<file path="src/rtl/mdrd_pkg.sv">
`default_nettype none
package mdrd_pkg;

    localparam int unsigned NREGS  = 10;
    localparam int unsigned RIDX_W = $clog2(NREGS);

    localparam logic [7:0] ADDR_DEFAULT = 8'h26;
    localparam logic [7:0] SAVE_ADDR    = 8'd127;
    localparam logic [7:0] NREGS_ADDR   = 8'(NREGS);

    // register map
    localparam logic [RIDX_W-1:0] R_ADDR   = RIDX_W'(0);
    localparam logic [RIDX_W-1:0] R_STATUS = RIDX_W'(1);
    localparam logic [RIDX_W-1:0] R_DIR    = RIDX_W'(2);
    localparam logic [RIDX_W-1:0] R_SPEED1 = RIDX_W'(4);
    localparam logic [RIDX_W-1:0] R_SPEED2 = RIDX_W'(5);
    localparam logic [RIDX_W-1:0] R_INOPT0 = RIDX_W'(6);
    localparam logic [RIDX_W-1:0] R_INOPT1 = RIDX_W'(7);
    localparam logic [RIDX_W-1:0] R_IMASK0 = RIDX_W'(8);
    localparam logic [RIDX_W-1:0] R_IMASK1 = RIDX_W'(9);

    // status bits 4/5 are the latched interrupts
    localparam logic [7:0] ST_INTS = 8'h30;

    typedef enum logic [1:0] {
        ACT_READ  = 2'd0,
        ACT_WRITE = 2'd1,
        ACT_PIN   = 2'd2,
        ACT_NONE  = 2'd3
    } action_t;

    typedef struct packed {
        action_t    action;
        logic [7:0] reg_addr;
        logic [7:0] write_data;
        logic [3:0] pin_levels;
    } req_t;

    typedef struct packed {
        logic [7:0] read_data;
        logic [3:0] direction_pins;
        logic [1:0] pwm_enable;
        logic [7:0] duty_m1;
        logic [7:0] duty_m2;
        logic [3:0] pullups;
        logic [1:0] int_drive;
        logic       save_request;
    } result_t;

endpackage
`default_nettype wire

</file>
<file path="src/rtl/mdrd_in_stage.sv">
`default_nettype none
module mdrd_in_stage (
    input  wire           clk,
    input  wire           rst_n,
    input  wire           in_valid,
    output logic          in_ready,
    input  mdrd_pkg::req_t in_req,
    input  wire           advance,
    output logic          req_valid,
    output mdrd_pkg::req_t req
);
    import mdrd_pkg::*;

    logic valid_reg;
    logic valid_next;
    req_t req_reg;

    assign in_ready  = !valid_reg || advance;
    assign req_valid = valid_reg;
    assign req       = req_reg;

    always_comb
    begin
        valid_next = valid_reg;
        if (in_valid && in_ready)
        begin
            valid_next = 1'b1;
        end
        else if (advance)
        begin
            valid_next = 1'b0;
        end
    end

    always_ff @(posedge clk or negedge rst_n)
    begin
        if (!rst_n)
        begin
            valid_reg <= 1'b0;
        end
        else
        begin
            valid_reg <= valid_next;
        end
    end

    always_ff @(posedge clk)
    begin
        if (in_valid && in_ready)
        begin
            req_reg <= in_req;
        end
    end

endmodule
`default_nettype wire

</file>
<file path="src/rtl/mdrd_regfile.sv">
`default_nettype none
module mdrd_regfile (
    input  wire              clk,
    input  wire              rst_n,
    input  wire              step,
    input  mdrd_pkg::req_t   req,
    output mdrd_pkg::result_t result
);
    import mdrd_pkg::*;

    logic [7:0] rf_reg [NREGS];
    logic [7:0] rf_next [NREGS];
    logic [1:0] pwm_on_reg, pwm_on_next;
    logic [7:0] duty_reg [2];
    logic [7:0] duty_next [2];
    logic [3:0] pullup_reg, pullup_next;
    logic [1:0] drive_reg, drive_next;

    logic [RIDX_W-1:0] idx;
    logic              in_file;
    logic [7:0]        rd;
    logic              save;
    logic [3:0]        val;
    logic [3:0]        limit;
    logic              int0;
    logic              int1;

    assign idx     = req.reg_addr[RIDX_W-1:0];
    assign in_file = req.reg_addr < NREGS_ADDR;

    // per-input invert and limit options, two inputs per option register
    assign val   = req.pin_levels ^ {rf_reg[R_INOPT1][3:2], rf_reg[R_INOPT0][3:2]};
    assign limit = {rf_reg[R_INOPT1][5:4], rf_reg[R_INOPT0][5:4]};
    assign int0  = |rf_reg[R_IMASK0][3:0];
    assign int1  = |rf_reg[R_IMASK1][3:0];

    always_comb
    begin
        rf_next     = rf_reg;
        pwm_on_next = pwm_on_reg;
        duty_next   = duty_reg;
        pullup_next = pullup_reg;
        drive_next  = drive_reg;
        rd          = 8'h00;
        save        = 1'b0;
        case (req.action)
            ACT_READ:
            begin
                if (in_file)
                begin
                    rd = rf_reg[idx];
                end
            end
            ACT_WRITE:
            begin
                if (in_file)
                begin
                    rf_next[idx] = req.write_data;
                    unique case (idx)
                        R_STATUS:
                        begin
                            if (!req.write_data[4])
                            begin
                                drive_next[0] = 1'b0;
                            end
                            if (!req.write_data[5])
                            begin
                                drive_next[1] = 1'b0;
                            end
                            // only the interrupt bits take the write, and only to clear
                            rf_next[idx] = (req.write_data | ~ST_INTS) & rf_reg[R_STATUS];
                        end
                        R_DIR:
                        begin
                            rf_next[idx] = {4'h0, req.write_data[3:0]};
                        end
                        R_SPEED1:
                        begin
                            if (req.write_data == 8'h00)
                            begin
                                pwm_on_next[0] = 1'b0;
                            end
                            else
                            begin
                                pwm_on_next[0] = 1'b1;
                                duty_next[0]   = req.write_data;
                            end
                        end
                        R_SPEED2:
                        begin
                            if (req.write_data == 8'h00)
                            begin
                                pwm_on_next[1] = 1'b0;
                            end
                            else
                            begin
                                pwm_on_next[1] = 1'b1;
                                duty_next[1]   = req.write_data;
                            end
                        end
                        R_INOPT0:
                        begin
                            pullup_next[1:0] = req.write_data[1:0];
                        end
                        R_INOPT1:
                        begin
                            pullup_next[3:2] = req.write_data[1:0];
                        end
                        default:
                        begin
                        end
                    endcase
                end
                else if (req.reg_addr == SAVE_ADDR)
                begin
                    save = 1'b1;
                end
            end
            ACT_PIN:
            begin
                rf_next[R_STATUS] = {rf_reg[R_STATUS][7:6],
                                     rf_reg[R_STATUS][5] | int1,
                                     rf_reg[R_STATUS][4] | int0,
                                     val};
                rf_next[R_DIR]    = rf_reg[R_DIR] & ~{4'h0, val & limit};
                drive_next        = drive_reg | {int1, int0};
            end
            default:
            begin
            end
        endcase
    end

    always_comb
    begin
        result.read_data      = rd;
        result.direction_pins = rf_next[R_DIR][3:0];
        result.pwm_enable     = pwm_on_next;
        result.duty_m1        = duty_next[0];
        result.duty_m2        = duty_next[1];
        result.pullups        = pullup_next;
        result.int_drive      = drive_next;
        result.save_request   = save;
    end

    always_ff @(posedge clk or negedge rst_n)
    begin
        if (!rst_n)
        begin
            for (int i = 0; i < NREGS; i++)
            begin
                rf_reg[i] <= 8'h00;
            end
            rf_reg[R_ADDR] <= ADDR_DEFAULT;
            pwm_on_reg     <= 2'b00;
            duty_reg[0]    <= 8'h00;
            duty_reg[1]    <= 8'h00;
            pullup_reg     <= 4'h0;
            drive_reg      <= 2'b00;
        end
        else if (step)
        begin
            rf_reg     <= rf_next;
            pwm_on_reg <= pwm_on_next;
            duty_reg   <= duty_next;
            pullup_reg <= pullup_next;
            drive_reg  <= drive_next;
        end
    end

endmodule
`default_nettype wire

</file>
<file path="src/rtl/mdrd_out_stage.sv">
`default_nettype none
module mdrd_out_stage (
    input  wire               clk,
    input  wire               rst_n,
    input  wire               load,
    input  mdrd_pkg::result_t result,
    output logic              out_free,
    output logic              out_valid,
    input  wire               out_ready,
    output mdrd_pkg::result_t out_result
);
    import mdrd_pkg::*;

    logic    valid_reg;
    logic    valid_next;
    result_t result_reg;

    assign out_free   = !valid_reg || out_ready;
    assign out_valid  = valid_reg;
    assign out_result = result_reg;

    always_comb
    begin
        valid_next = valid_reg;
        if (load)
        begin
            valid_next = 1'b1;
        end
        else if (out_ready)
        begin
            valid_next = 1'b0;
        end
    end

    always_ff @(posedge clk or negedge rst_n)
    begin
        if (!rst_n)
        begin
            valid_reg <= 1'b0;
        end
        else
        begin
            valid_reg <= valid_next;
        end
    end

    always_ff @(posedge clk)
    begin
        if (load)
        begin
            result_reg <= result;
        end
    end

endmodule
`default_nettype wire

</file>
<file path="src/rtl/motor_driver_register_device_core.sv">
// channel   dir  handshake          payload
// s_*       in   s_tvalid/s_tready  tuser: action; tdata: reg_addr, write_data, pin_levels
// m_*       out  m_tvalid/m_tready  tdata: read_data .. save_request (see port comment)
//
// Each request gives exactly one result. When the output is free, the result
// is computed from the input register and loaded into the result register.
// One request per cycle is sustained while the output does not stall.
// The register-file update is a single pass between the input register and
// the result register.
// Reset (rst_n low, async) clears the handshake state and the register set
// (slave address 0x26, all else zero).
// A stalled result holds in the output register; the input register still
// takes a request while the output is full, then s_tready drops.
`default_nettype none
module motor_driver_register_device_core (
    input  wire         clk,
    input  wire         rst_n,
    input  wire         s_tvalid,
    output logic        s_tready,
    input  wire  [23:0] s_tdata,  // [7:0] reg_addr, [15:8] write_data, [19:16] pin_levels
    input  wire  [1:0]  s_tuser,  // [1:0] action
    output logic        m_tvalid,
    input  wire         m_tready,
    output logic [39:0] m_tdata   // [7:0] read_data, [11:8] direction_pins,
                                  // [13:12] pwm_enable, [21:14] duty_m1,
                                  // [29:22] duty_m2, [33:30] pullups,
                                  // [35:34] int_drive, [36] save_request
);
    import mdrd_pkg::*;

    req_t    in_req;
    req_t    req;
    logic    req_valid;
    logic    out_free;
    logic    advance;
    result_t result;
    result_t out_result;

    assign in_req.action     = action_t'(s_tuser);
    assign in_req.reg_addr   = s_tdata[7:0];
    assign in_req.write_data = s_tdata[15:8];
    assign in_req.pin_levels = s_tdata[19:16];

    // one request moves from the input register through the update when
    // the result register can take its result
    assign advance = req_valid && out_free;

    mdrd_in_stage u_in (
        .clk       (clk),
        .rst_n     (rst_n),
        .in_valid  (s_tvalid),
        .in_ready  (s_tready),
        .in_req    (in_req),
        .advance   (advance),
        .req_valid (req_valid),
        .req       (req)
    );

    mdrd_regfile u_regs (
        .clk    (clk),
        .rst_n  (rst_n),
        .step   (advance),
        .req    (req),
        .result (result)
    );

    mdrd_out_stage u_out (
        .clk        (clk),
        .rst_n      (rst_n),
        .load       (advance),
        .result     (result),
        .out_free   (out_free),
        .out_valid  (m_tvalid),
        .out_ready  (m_tready),
        .out_result (out_result)
    );

    assign m_tdata = {3'b000,
                      out_result.save_request,
                      out_result.int_drive,
                      out_result.pullups,
                      out_result.duty_m2,
                      out_result.duty_m1,
                      out_result.pwm_enable,
                      out_result.direction_pins,
                      out_result.read_data};

endmodule
`default_nettype wire

</file>
<file path="config.mk">
export PLATFORM = sky130hd
export DESIGN_NAME = motor_driver_register_device_core
export DESIGN_NICKNAME = d
export VERILOG_FILES = /design/src/rtl/mdrd_pkg.sv /design/src/rtl/mdrd_in_stage.sv /design/src/rtl/mdrd_regfile.sv /design/src/rtl/mdrd_out_stage.sv /design/src/rtl/motor_driver_register_device_core.sv
export SDC_FILE = /design/constraint.sdc
export NUM_CORES = 1
export LEC_CHECK = 0
export BUFFER_PORTS_ARGS = -buffer_cell sky130_fd_sc_hd__buf_2
export CORE_MARGIN = 1.5
export CORE_UTILIZATION = 50
export CTS_BUF_LIST = sky130_fd_sc_hd__clkbuf_8
export DETAILED_ROUTE_END_ITERATION = 8
export MAX_ROUTING_LAYER = met4
export PLACE_DENSITY_LB_ADDON = 0.15
export SLEW_MARGIN = 30
export SYNTH_ARGS = -nofsm -noshare
export SYNTH_HDL_FRONTEND = slang
export SYNTH_SLANG_ARGS = --single-unit
</file>
<file path="constraint.sdc">
create_clock -name clk -period 4.4 [get_ports clk]
set_input_delay 0.22 -clock clk [delete_from_list [all_inputs] [get_ports clk]]
set_output_delay 0.22 -clock clk [all_outputs]
set_load 0.02 [all_outputs]
</file>
### Yosys cells after proc, flatten, opt, wreduce, memory -nomap -nowiden

Index checks and enable logic that the tools add are counted.

| cells by class | value |
|---|---|
| multiplexer cells | 36 |
| reductions and logical operators | 19 |
| multiply operators | 0 |
| add/sub/neg operators | 0 |
| eq/ne operators | 10 |
| order comparisons | 3 |
| bitwise logic cells | 11 |
| shift-type cells | 0 |
| div/mod/pow operators | 0 |

Operators with widths:

| kind | count |
|---|---|
| 80-bit bitwise mux | 3 |
| 80-bit one-hot mux with 2 select lines | 1 |
| 72-bit two-way mux | 1 |
| 8-bit two-way mux | 7 |
| 8-bit binary-select mux with 4-bit select | 1 |
| 8-bit demux with 4-bit select | 1 |
| 16-bit two-way mux | 2 |
| 16-bit one-hot mux with 2 select lines | 1 |
| 8-bit AND | 2 |
| 4-bit by 3-bit == test with 1-bit output (second input constant) | 4 |
| 2-bit two-way mux | 6 |
| 1-bit two-way mux | 10 |
| 8-bit by 7-bit == test with 1-bit output (second input constant) | 1 |
| 8-bit zero test | 1 |
| 8-bit by 4-bit less-than comparator with 1-bit output (second input constant) | 1 |
| 4-bit two-way mux | 2 |
| 4-bit inverter with 8-bit output | 1 |
| 4-bit OR reduction | 2 |
| 3-bit AND reduction | 2 |
| 2-bit nonzero test | 3 |
| 5-bit >= comparator (second input constant) | 1 |
| 5-bit by 1-bit less-than comparator with 1-bit output (second input constant) | 1 |
| 4-bit inverter with 5-bit output | 1 |
| 4-bit AND | 1 |
| 17 further kinds | 23 |

| word-level totals | value |
|---|---|
| RAM bits | 0 |
| flip-flop bits (word level) | 165 |
| bits in read-only memories | 0 |
| latch bits | 0 |
| input bits | 30 |
| memories kept | 0 |

### Longest topological paths before layout

Gate-level depths: netlist (run 1).

| depth | value |
|---|---|
| word-level depth | 10 |
| depth in mapped cells | 7 |

### Cells and area by module

Synthesis (run 1) repeated with hierarchy kept, for this count alone.

| unflattened totals | value |
|---|---|
| cell total of the unflattened synthesis | 593 |
| area total of the unflattened synthesis | 7403.4 um^2 |

Modules (own cells, without submodules):

| module | sequential area each (um^2) | cells an instance | area each (um^2) | times used |
|---|---|---|---|---|
| mdrd_regfile | 2606.2 | 522 | 5497.8 | 1 |
| mdrd_out_stage | 1136.1 | 40 | 1158.6 | 1 |
| mdrd_in_stage | 685.7 | 26 | 714.4 | 1 |
| motor_driver_register_device_core | 0.0 | 5 | 32.5 | 1 |

### Worst setup path before layout (run 1)

No wires, ideal clock.

| timing | value |
|---|---|
| kind | flip-flop to flip-flop |
| from | reg u_out.valid_reg, in the netlist u_out.out_valid |
| to | reg u_regs.duty_reg[0] (netlist name) |
| cell stages (with the launch flop) | 6 |
| data required time | 4279 ps |
| arrival | 2274 ps |
| slack | 2005 ps |
| path buffers | 0 |
| cells stage by stage | dfrtp_1 nand2b_1 nand2_1 inv_1 nand3_1 a22o_1 |

| on the way | value |
|---|---|
| longest elaborated chain between the ends | 3 |

RTL lines:

| what | line | RTL |
|---|---|---|
| start: declaration | mdrd_out_stage.sv:14 | `logic valid_reg;` |
| start signal: assignment | mdrd_out_stage.sv:43 | `valid_reg <= valid_next;` |
| 1-bit zero test | mdrd_out_stage.sv:18 | `assign out_free = !valid_reg \|\| out_ready;` |
| 1-bit logical OR | mdrd_out_stage.sv:18 |  |
| 1-bit logical AND | motor_driver_register_device_core.sv:46 | `assign advance = req_valid && out_free;` |
| net advance | motor_driver_register_device_core.sv:35 | `logic advance;` |
| end signal: assignment | mdrd_regfile.sv:165 | `duty_reg <= duty_next;` |
| end: declaration | mdrd_regfile.sv:14 | `logic [7:0] duty_reg [2];` |

The timed path passes the listed nets, and every way through them passes these cells.
A chain may end at the register's enable or synchronous reset.

### Final worst setup path (run 1)

| timing | value |
|---|---|
| from | reg u_in.req_reg (netlist bit u_in.req[19]) |
| to | reg u_regs.rf_reg[35] (netlist name) |

| on the way | value |
|---|---|
| longest elaborated chain between the ends | 2 |

RTL lines:

| what | line | RTL |
|---|---|---|
| start: declaration | mdrd_in_stage.sv:16 | `req_t req_reg;` |
| start signal: assignment | mdrd_in_stage.sv:51 | `req_reg <= in_req;` |
| 8-bit by 4-bit less-than comparator with 1-bit output | mdrd_regfile.sv:29 | `assign in_file = req.reg_addr < NREGS_ADDR;` |
| 3-bit AND reduction (no source line) | n/a |  |
| end signal: assignment | mdrd_regfile.sv:163 | `rf_reg <= rf_next;` |
| end: declaration | mdrd_regfile.sv:11 | `logic [7:0] rf_reg [NREGS];` |

Every way passes these cells.

==> impl_metrics.yaml, run 1 <==
drt:
  top_layer_used: "met4"
  wire_per_inst_um: 21.9
  dr_wl_met3_um: 795
  drt-pass1-iter-count: 4
  route.final.wire_length_um: 17000
  vias: 4580
  viasPerCell: 5.89
  wl_met2_um: 8190
  drc: 0
  met1_length_um: 7680
  drtAntennaViolNets: 0
  dr.first_iter.drc_count: 310
clocking:
  cts_buffers: 17
  cts_tree: "yes"
  cts-root-buf: "clkbuf_8"
  post-cts-setup-buffers: 0
  cts_num_sinks: 165
  clock_latency_ps: 460
  htree_num_levels: 4
  clk_pin_slew_worst_paths_ps: 80
  clock_path_buffers: 2
job:
  drv_cap: 0
layout:
  mostFrequentLayoutCells: "dfrtp_1, mux2_2, buf_2"
  fillers: 1174
  area_growth_pct: 13.9
  final_common_cell: "dfrtp_1"
  diodes: 0
  layout.nets: 613
  layout-drive-gt1-share_pct: 36.8
  largest_reg_flops: 76
die:
  initial_utilization_pct: 50.8
  core_area_mm2: 0.0144
  die_h_um: 124
  die_w_um: 124
  die_area_mm2: 0.0154
  rows: 44
  io_pins: 72
synth:
  synth_ff_type: "dfrtp_1"
  synth_cells: 496
  syn-cell-area_mm2: 0.00733
  synth-edff-count: 59
  syn_area_per_cell_um2: 14.8
  ys_ff_latch: 165
  ys_async_sr_fraction_pct: 64.2
  yosysWarnings: 0
  synth_cell_types: 56
  ys_seq_area_share_pct: 60.4
power:
  p_leak_nw: 3.69
  ir_worst_vdd_mv: 0.214
  p_per_area_mw_per_mm2: 364
place:
  routabilityCongestion: 0.890
  portBuffers: 64
  dp_hpwl_um: 11300
  place_ws_ps: 1650
outcome:
  status: "complete, no violations"
sta:
  max_freq_mhz: 362
  setup_violations: 0
  slew_headroom_pct: 40.8
  tightest_slew_ps: 887
  hold_viol: 0
  fin_skew_ps: 9.92
  layout_min_cycle_time_ps: 2760
  finalSetupTns_ps: 0
  worst_slack_ps: 1640
  post-route-period-util_pct: 62.8
  rsz0062_at_grt: "no"
  slew_viol_final: 0
global_routing:
  grtUsageTotal_pct: 24.9
  antenna_found_initial: 0
  overflow: 0
  grt_pass1_vias: 4603
  grt_max_degree: 65
  grt_first_pass_wirelength_um: 26700
critical_path:
  critPathMaxFanout: 17
  crit_required_ps: 4740
  path_class: "reg -> reg"
  cp.arrival_ps: 3110
  cp-start-kind: "flop"
  end_kind: "flop"
min_path:
  min_path_type: "in -> reg"
-- final cells by class --
class                           instances  area, um^2  share of cell area (%)
Clock buffer                           17         234                    2.80
Clock inverter                         15         116                    1.39
Inverter                                8        30.0                   0.360
Multi-Input combinational cell        296        2720                    32.5
Sequential cell                       165        4430                    53.0
Tap cell                              184         230                    2.76
Timing Repair Buffer                   92         593                    7.10
-- kinds of logic (layout without fill, tap and decap cells) --
kind of cell | Yosys count | in the layout | synth area share, %
AND/OR/NAND/NOR | 100 | 100 | 8.40
buffers and inverters | 37 | 132 | 2.65
multiplexers | 102 | 102 | 18.3
AO/OA/AOI/OAI | 84 | 84 | 9.18
other | 1 | 3 | 0.0512
flip-flops | 165 | 165 | 60.4
XOR/XNOR | 4 | 4 | 0.478
adder cells (fa/ha/maj) | 3 | 3 | 0.512
-- worst paths after layout --
path | cells past startpoint | endpoint | startpoint | slack (ps)
hold reg to reg | 0 | u_regs.rf_reg[70] | u_regs.rf_reg[70] | 460
setup reg to reg | 4 | u_regs.rf_reg[35] | u_in.req[19] | 1640
min in group asynchronous | 2 | u_regs.duty_reg[6] | rst_n | 410
hold / removal | 3 | u_in.req_valid | m_tready | 90
max in group asynchronous | 3 | u_regs.rf_reg[77] | rst_n | 2890
setup / recovery | 4 | u_regs.rf_reg[35] | u_in.req[19] | 1640
-- worst max-delay path, stage by stage, from the launching register on --
cell      delay (ps)
edfxtp_1         430
nor4_4           770
nand4_4          280
nor2_2           750
mux2_2           420
-- per-layer routing --
metal | GRT usage [%] | vias up
met2 | 37.1 | 144
met3 | 4.21 | 27
met1 | 34.6 | 2356
met5 | - | -
met4 | 9.38 | 0
li1 | - | 2053
-- synthesized netlist by cell type, drive strengths merged, types with 6 or more instances --
| cell | n | share of area (%) |
|---|---|---|
| a22o | 36 | 4.3 |
| a22oi | 8 | 0.82 |
| buf | 13 | 1.3 |
| clkbuf | 16 | 0.96 |
| dfrtp | 103 | 35 |
| edfxtp | 59 | 24 |
| inv | 8 | 0.41 |
| mux2 | 86 | 13 |
| mux4 | 16 | 4.9 |
| nand2 | 38 | 1.9 |
| nand3 | 6 | 0.41 |
| nor2 | 11 | 0.77 |
| nor2b | 8 | 0.89 |
| o211ai | 6 | 0.61 |
| o21ai | 7 | 0.48 |
-- through the flow --
stage / instance area, um^2 / std cells / utilization, % / hold slack, ps / power [mW]
global route: 8350 / 777 / 57.9 / 119 / 3.17
finish: 8350 / 777 / 57.9 / 88.3 / 3.04
CTS: 8350 / 777 / 57.9 / 70.8 / 3.06
global placement: 7760 / 721 / 53.8 / 369 / 2.06
floorplan: 7340 / 498 / - / -75.6 / 1.95
detailed placement: 7760 / 721 / 53.8 / 379 / 2.07
-- power by group --
| group | internal, mW | switching [mW] | leakage [nW] |
|---|---|---|---|
| clock network | 0.437 | 0.551 | 0.177 |
| logic | 0.122 | 0.182 | 1.51 |
| registers | 1.68 | 0.0708 | 2.00 |
-- what timing repair did --
action / CTS / global route
resized for setup: 0 / 0
endpoints found under the hold margin: 86 / 0
hold buffers: 24 / 0
Note: power is estimated with default switching activity, not from simulation.
==> run 2: changes to the inputs <==
--- a/config.mk
+++ b/config.mk
@@ -5,6 +5,7 @@
 export SDC_FILE = /design/constraint.sdc
 export NUM_CORES = 1
 export LEC_CHECK = 0
+export ABC_AREA = 1
 export BUFFER_PORTS_ARGS = -buffer_cell sky130_fd_sc_hd__buf_2
 export CORE_MARGIN = 1.5
 export CORE_UTILIZATION = 50
==> constraint.sdc (replaced) <==
create_clock -name clk -period 2.6 [get_ports clk]
set_input_delay 0.13 -clock clk [delete_from_list [all_inputs] [get_ports clk]]
set_output_delay 0.13 -clock clk [all_outputs]
set_load 0.02 [all_outputs]
==> run 2 against run 1 <==
Power grew 85%. Combinational power grew 120%. Cell count grew 44%. Synthesized cell count grew 65%. Critical path type unchanged. Critical endpoint is now u_regs.rf_reg[31].
==> impl_metrics.yaml, run 2 <==
global_routing:
  overflow: 0
  grt_first_pass_wirelength_um: 30900
  grtUsageTotal_pct: 26.4
  grt_pass1_vias: 5849
  grt_max_degree: 55
  antenna_found_initial: 0
place:
  post_dp_cell_area_mm2: 0.00804
  portBuffers: 64
  dp_hpwl_um: 13600
  routabilityCongestion: 0.996
synth:
  yosysWarnings: 0
  synth-edff-count: 59
  ys_ff_latch: 165
  ys_async_sr_fraction_pct: 64.2
  synth_ff_type: "dfrtp_1"
  syn-cell-area_mm2: 0.00749
  synth.top_cells.by_count: "nand2_1, dfrtp_1, inv_1, edfxtp_1, o21ai_0"
  synth_cells: 818
  synth_top_area_share_pct: 34.4
  syn_area_per_cell_um2: 9.15
  synthMostInstantiatedCell: "nand2_1"
  synth_cell_types: 37
  synth.area.top_cells: "dfrtp_1, edfxtp_1, nand2_1, o21ai_0, inv_1"
  synth_top_cell_by_area: "dfrtp_1"
  ys_seq_area_share_pct: 59.1
outcome:
  status: "complete, no violations"
sta:
  layout_min_cycle_time_ps: 2240
  hold_viol: 0
  post-route-period-util_pct: 86.3
  fin_skew_ps: 7.84
  slew_headroom_pct: 45.5
  max_freq_mhz: 445
  rsz0062_at_grt: "no"
  finalSetupTns_ps: 0
  slew_viol_final: 0
  tightest_slew_ps: 817
  setup_violations: 0
die:
  die_w_um: 125
  core_area_mm2: 0.0146
  initial_utilization_pct: 51.3
  rows: 44
  io_pins: 72
  die_h_um: 125
  die_area_mm2: 0.0157
layout:
  final_area_mm2: 0.00874
  layout-drive-gt1-share_pct: 17.4
  mostFrequentLayoutCells: "nand2_1, dfrtp_1, buf_2"
  area_growth_pct: 16.7
  fillers: 1230
  layout.nets: 953
  diodes: 0
  final_common_cell: "nand2_1"
  largest_reg_flops: 76
drt:
  wire_per_inst_um: 17.4
  route.final.wire_length_um: 19400
  dr.first_iter.drc_count: 667
  drc: 0
  drt-pass1-iter-count: 5
  drtAntennaViolNets: 0
  viasPerCell: 5.42
  vias: 6051
critical_path:
  crit_required_ps: 2970
  path_class: "reg -> reg"
  cp.arrival_ps: 2610
  cp-start-kind: "flop"
  path_common_cell: "nand2_1"
  crit_slowest_cell: "edfxtp_1"
  cp_cell_sequence: "nand2_1 -> nand2_1 -> nor2_4 -> nand2_4 -> nor2_1 -> nand2_1 -> o21ai_0"
  slowest_delay_ps: 520
  end_kind: "flop"
  critPathMaxFanout: 20
clocking:
  cts_buffers: 17
  clk_pin_slew_worst_paths_ps: 90
  cts_tree: "yes"
  cts-root-buf: "clkbuf_8"
  cts_resized: 0
  htree_num_levels: 4
  cts_num_sinks: 165
  clock_latency_ps: 460
  clock_path_buffers: 2
power:
  ir_worst_vdd_mv: 0.301
  finalPower_mw: 5.64
  p_per_area_mw_per_mm2: 645
  p_leak_nw: 4.25
min_path:
  min_path_type: "in -> async"
job:
  drv_cap: 0
[run 2: area by class of cell]
| cell class | instances | area, um^2 | area share [%] |
|---|---|---|---|
| multi-input cells | 559 | 2650 | 30.3 |
| clock buffers | 17 | 234 | 2.68 |
| clock inverters | 15 | 203 | 2.32 |
| repair buffers | 109 | 738 | 8.45 |
| flip-flops and latches | 165 | 4430 | 50.7 |
| well taps | 184 | 230 | 2.63 |
| inverters | 68 | 256 | 2.93 |
[run 2: through the flow]
stage / std cells / setup WS (ps) / utilization (%) / hold WS [ps]
6_report: 1117 / 355 / 59.9 / 270
5_1_grt: 1117 / 137 / 59.9 / 327
4_1_cts: 1117 / 369 / 59.9 / 287
3_5_place_dp: 1059 / 395 / 55.1 / 247
3_3_place_gp: 1059 / 486 / 55.1 / 239
2_1_floorplan: 820 / 503 / - / -166
[run 2: worst max-delay path: cells and delay by family (launching register included)]
family / cells / cell delay [ps]
and+or+nand+nor: 6 / 1290
AOI/OAI and AO/OA: 1 / 330
DFF: 1 / 520
[run 2: routing by layer]
metal  track usage, %  vias to the layer above  part of all wire (%)
li1                 -                     2872                     -
met1             35.5                     2908                    44
met2             40.0                      224                    47
met3             4.79                       47                   5.6
met4             10.5                        0                   3.3
met5                -                        -                     0
[run 2: logic make-up (layout without fill, tap and decap cells)]
family,Yosys count,count (layout),share of synthesized area (%)
AOI/OAI and AO/OA,134,134,10.2
buffers and inverters,96,209,5.56
adders and majority gates,3,3,0.501
DFF,165,165,59.1
other,1,3,0.0501
and+or+nand+nor,415,415,24.1
xor gates and xnor gates,4,4,0.468
[run 2: power by group]
part           internal, mW  total, mW  switching [mW]
Combinational         0.193      0.666           0.473
Sequential             2.86       2.94          0.0817
Clock                  1.05       2.03           0.980
Total                  4.10       5.64            1.54
[run 2: final timing paths]
path,startpoint,to,slack [ps],cells after the start
setup / recovery,u_in.req[15],u_regs.rf_reg[31],360,7
hold / removal,rst_n,u_regs.rf_reg[50],270,2
setup reg to reg,u_in.req[15],u_regs.rf_reg[31],360,7
hold reg to reg,u_regs.rf_reg[70],u_regs.rf_reg[70],410,0
max in group asynchronous,rst_n,u_regs.rf_reg[56],1640,3
min in group clk,s_tuser[0],u_in.req[20],370,2
[run 2: repair_timing]
action,4_1_cts,5_1_grt
buffers inserted,0,0
hold endpoints to repair,72,0
hold buffers,26,0
==> run 3: changes to the inputs <==
--- a/config.mk
+++ b/config.mk
@@ -5,7 +5,7 @@
 export SDC_FILE = /design/constraint.sdc
 export NUM_CORES = 1
 export LEC_CHECK = 0
-export ABC_AREA = 1
+export ABC_AREA = 0
 export BUFFER_PORTS_ARGS = -buffer_cell sky130_fd_sc_hd__buf_2
 export CORE_MARGIN = 1.5
 export CORE_UTILIZATION = 50
==> run 3 against run 2 <==
Power is 1.4% lower. Via count is 23% lower. Wire length is 13% lower. Die area is 2.0% lower. Clock power is 2% higher. Non-clock buffer count is 4 higher. Count of clock-buffer cells in the layout stayed put. Cell count is 29% lower. Largest cell class unchanged.
==> impl_metrics.yaml, run 3 (same netlist as run 1, synthesis figures left out) <==
critical_path:
  critPathMaxFanout: 12
  slowest_delay_ps: 740
  cp-start-kind: "flop"
  crit_required_ps: 2800
  cp.arrival_ps: 2440
  cp.buffers_inverters: 0
  critPathTopFamily: "simple AND/OR/NAND/NOR gates"
  path_class: "reg -> reg"
  cp_cell_sequence: "or4b_4 -> o311a_1 -> a221o_1"
  end_kind: "flop"
  crit_slowest_cell: "or4b_4"
drt:
  wire_per_inst_um: 21.1
  dr.first_iter.drc_count: 398
  vias: 4632
  drc: 0
  drt-pass1-iter-count: 4
  drtAntennaViolNets: 0
  viasPerCell: 5.80
  route.final.wire_length_um: 16900
die:
  io_pins: 72
  rows: 44
  die_area_mm2: 0.0154
  die_w_um: 124
  initial_utilization_pct: 50.8
  core_area_mm2: 0.0144
  die_h_um: 124
layout:
  finalNonFillerCells: 798
  final_common_cell: "dfrtp_1"
  layout.nets: 634
  diodes: 0
  largest_reg_flops: 76
  mostFrequentLayoutCells: "dfrtp_1, mux2_2, buf_2"
  layout-drive-gt1-share_pct: 38.6
  area_growth_pct: 17.5
power:
  finalPower_mw: 5.56
  p_leak_nw: 3.84
  ir_worst_vdd_mv: 0.369
  p_per_area_mw_per_mm2: 646
place:
  dp_hpwl_um: 11400
  portBuffers: 64
  place_ws_ps: 390
  routabilityCongestion: 0.886
  dp_cells: 741
clocking:
  cts-hold-fix-buffers: 25
  htree_num_levels: 4
  cts_buffers: 17
  post-cts-setup-buffers: 0
  cts_tree: "yes"
  clk_pin_slew_worst_paths_ps: 90
  clock_latency_ps: 460
  cts_num_sinks: 165
  cts_resized: 0
  clock_path_buffers: 2
  cts-root-buf: "clkbuf_8"
sta:
  fin_skew_ps: 10.7
  slew_headroom_pct: 58.6
  finalSetupTns_ps: 0
  tightest_slew_ps: 606
  slew_viol_final: 0
  rsz0062_at_grt: "no"
  hold_viol: 0
  max_freq_mhz: 447
  post-route-period-util_pct: 86.0
  layout_min_cycle_time_ps: 2240
  worst_slack_ps: 364
  setup_violations: 0
global_routing:
  grt_pass1_vias: 4645
  grt_max_degree: 54
  grt_first_pass_wirelength_um: 26400
  grtUsageTotal_pct: 24.7
  antenna_found_initial: 0
  overflow: 0
min_path:
  min_path_type: "in -> async"
outcome:
  status: "complete, no violations"
job:
  drv_cap: 0
[run 3: cell count changes in the layout (fill, tap and decap cells not counted), sizes merged, moves of 21 or more]
cell,previous run,this run
nor2,32,11
nand3,36,6
nand2,335,38
o21ai,93,7
a22o,0,36
inv,71,9
mux2,0,86
[run 3: final cells by class]
cell class,count,area [um^2]
clock buffers,17,234
clock inverters,15,211
fillers,1162,5810
inverters,8,30.0
multi-input cells,296,2720
flip-flops and latches,165,4430
well taps,184,230
repair buffers,113,766
[run 3: per-layer routing]
metal  up-vias  routed length (um)  track usage (%)
met5         -                   0                -
met4         0                 393             9.73
met2       127                8090             37.4
met1      2377                7610             33.1
li1       2098                   -                -
met3        30                 774             4.95
[run 3: final timing paths]
path                              startpoint                  end  slack [ps]  cells past startpoint
min                                    rst_n   u_regs.duty_reg[5]         170                      2
min reg2reg                u_regs.rf_reg[70]    u_regs.rf_reg[70]         440                      0
max in group asynchronous              rst_n    u_regs.rf_reg[74]        1710                      3
min in group clk                    m_tready      u_out.out_valid         170                      3
max                             u_in.req[14]  u_out.out_result[2]         360                      3
max reg2reg                     u_in.req[14]  u_out.out_result[2]         360                      3
[run 3: through the flow]
step	area, um^2	utilization (%)	hold WS [ps]
2_1_floorplan	7340	-	-166
3_3_place_gp	7920	54.9	123
3_5_place_dp	7920	54.9	120
4_1_cts	8620	59.7	138
5_1_grt	8620	59.7	184
6_report	8620	59.7	168
[run 3: where the power goes]
group,switching [mW],internal [mW],leakage [nW],total (mW)
Combinational,0.330,0.224,1.62,0.554
Clock,0.934,1.13,0.218,2.07
Sequential,0.0994,2.84,2.00,2.94
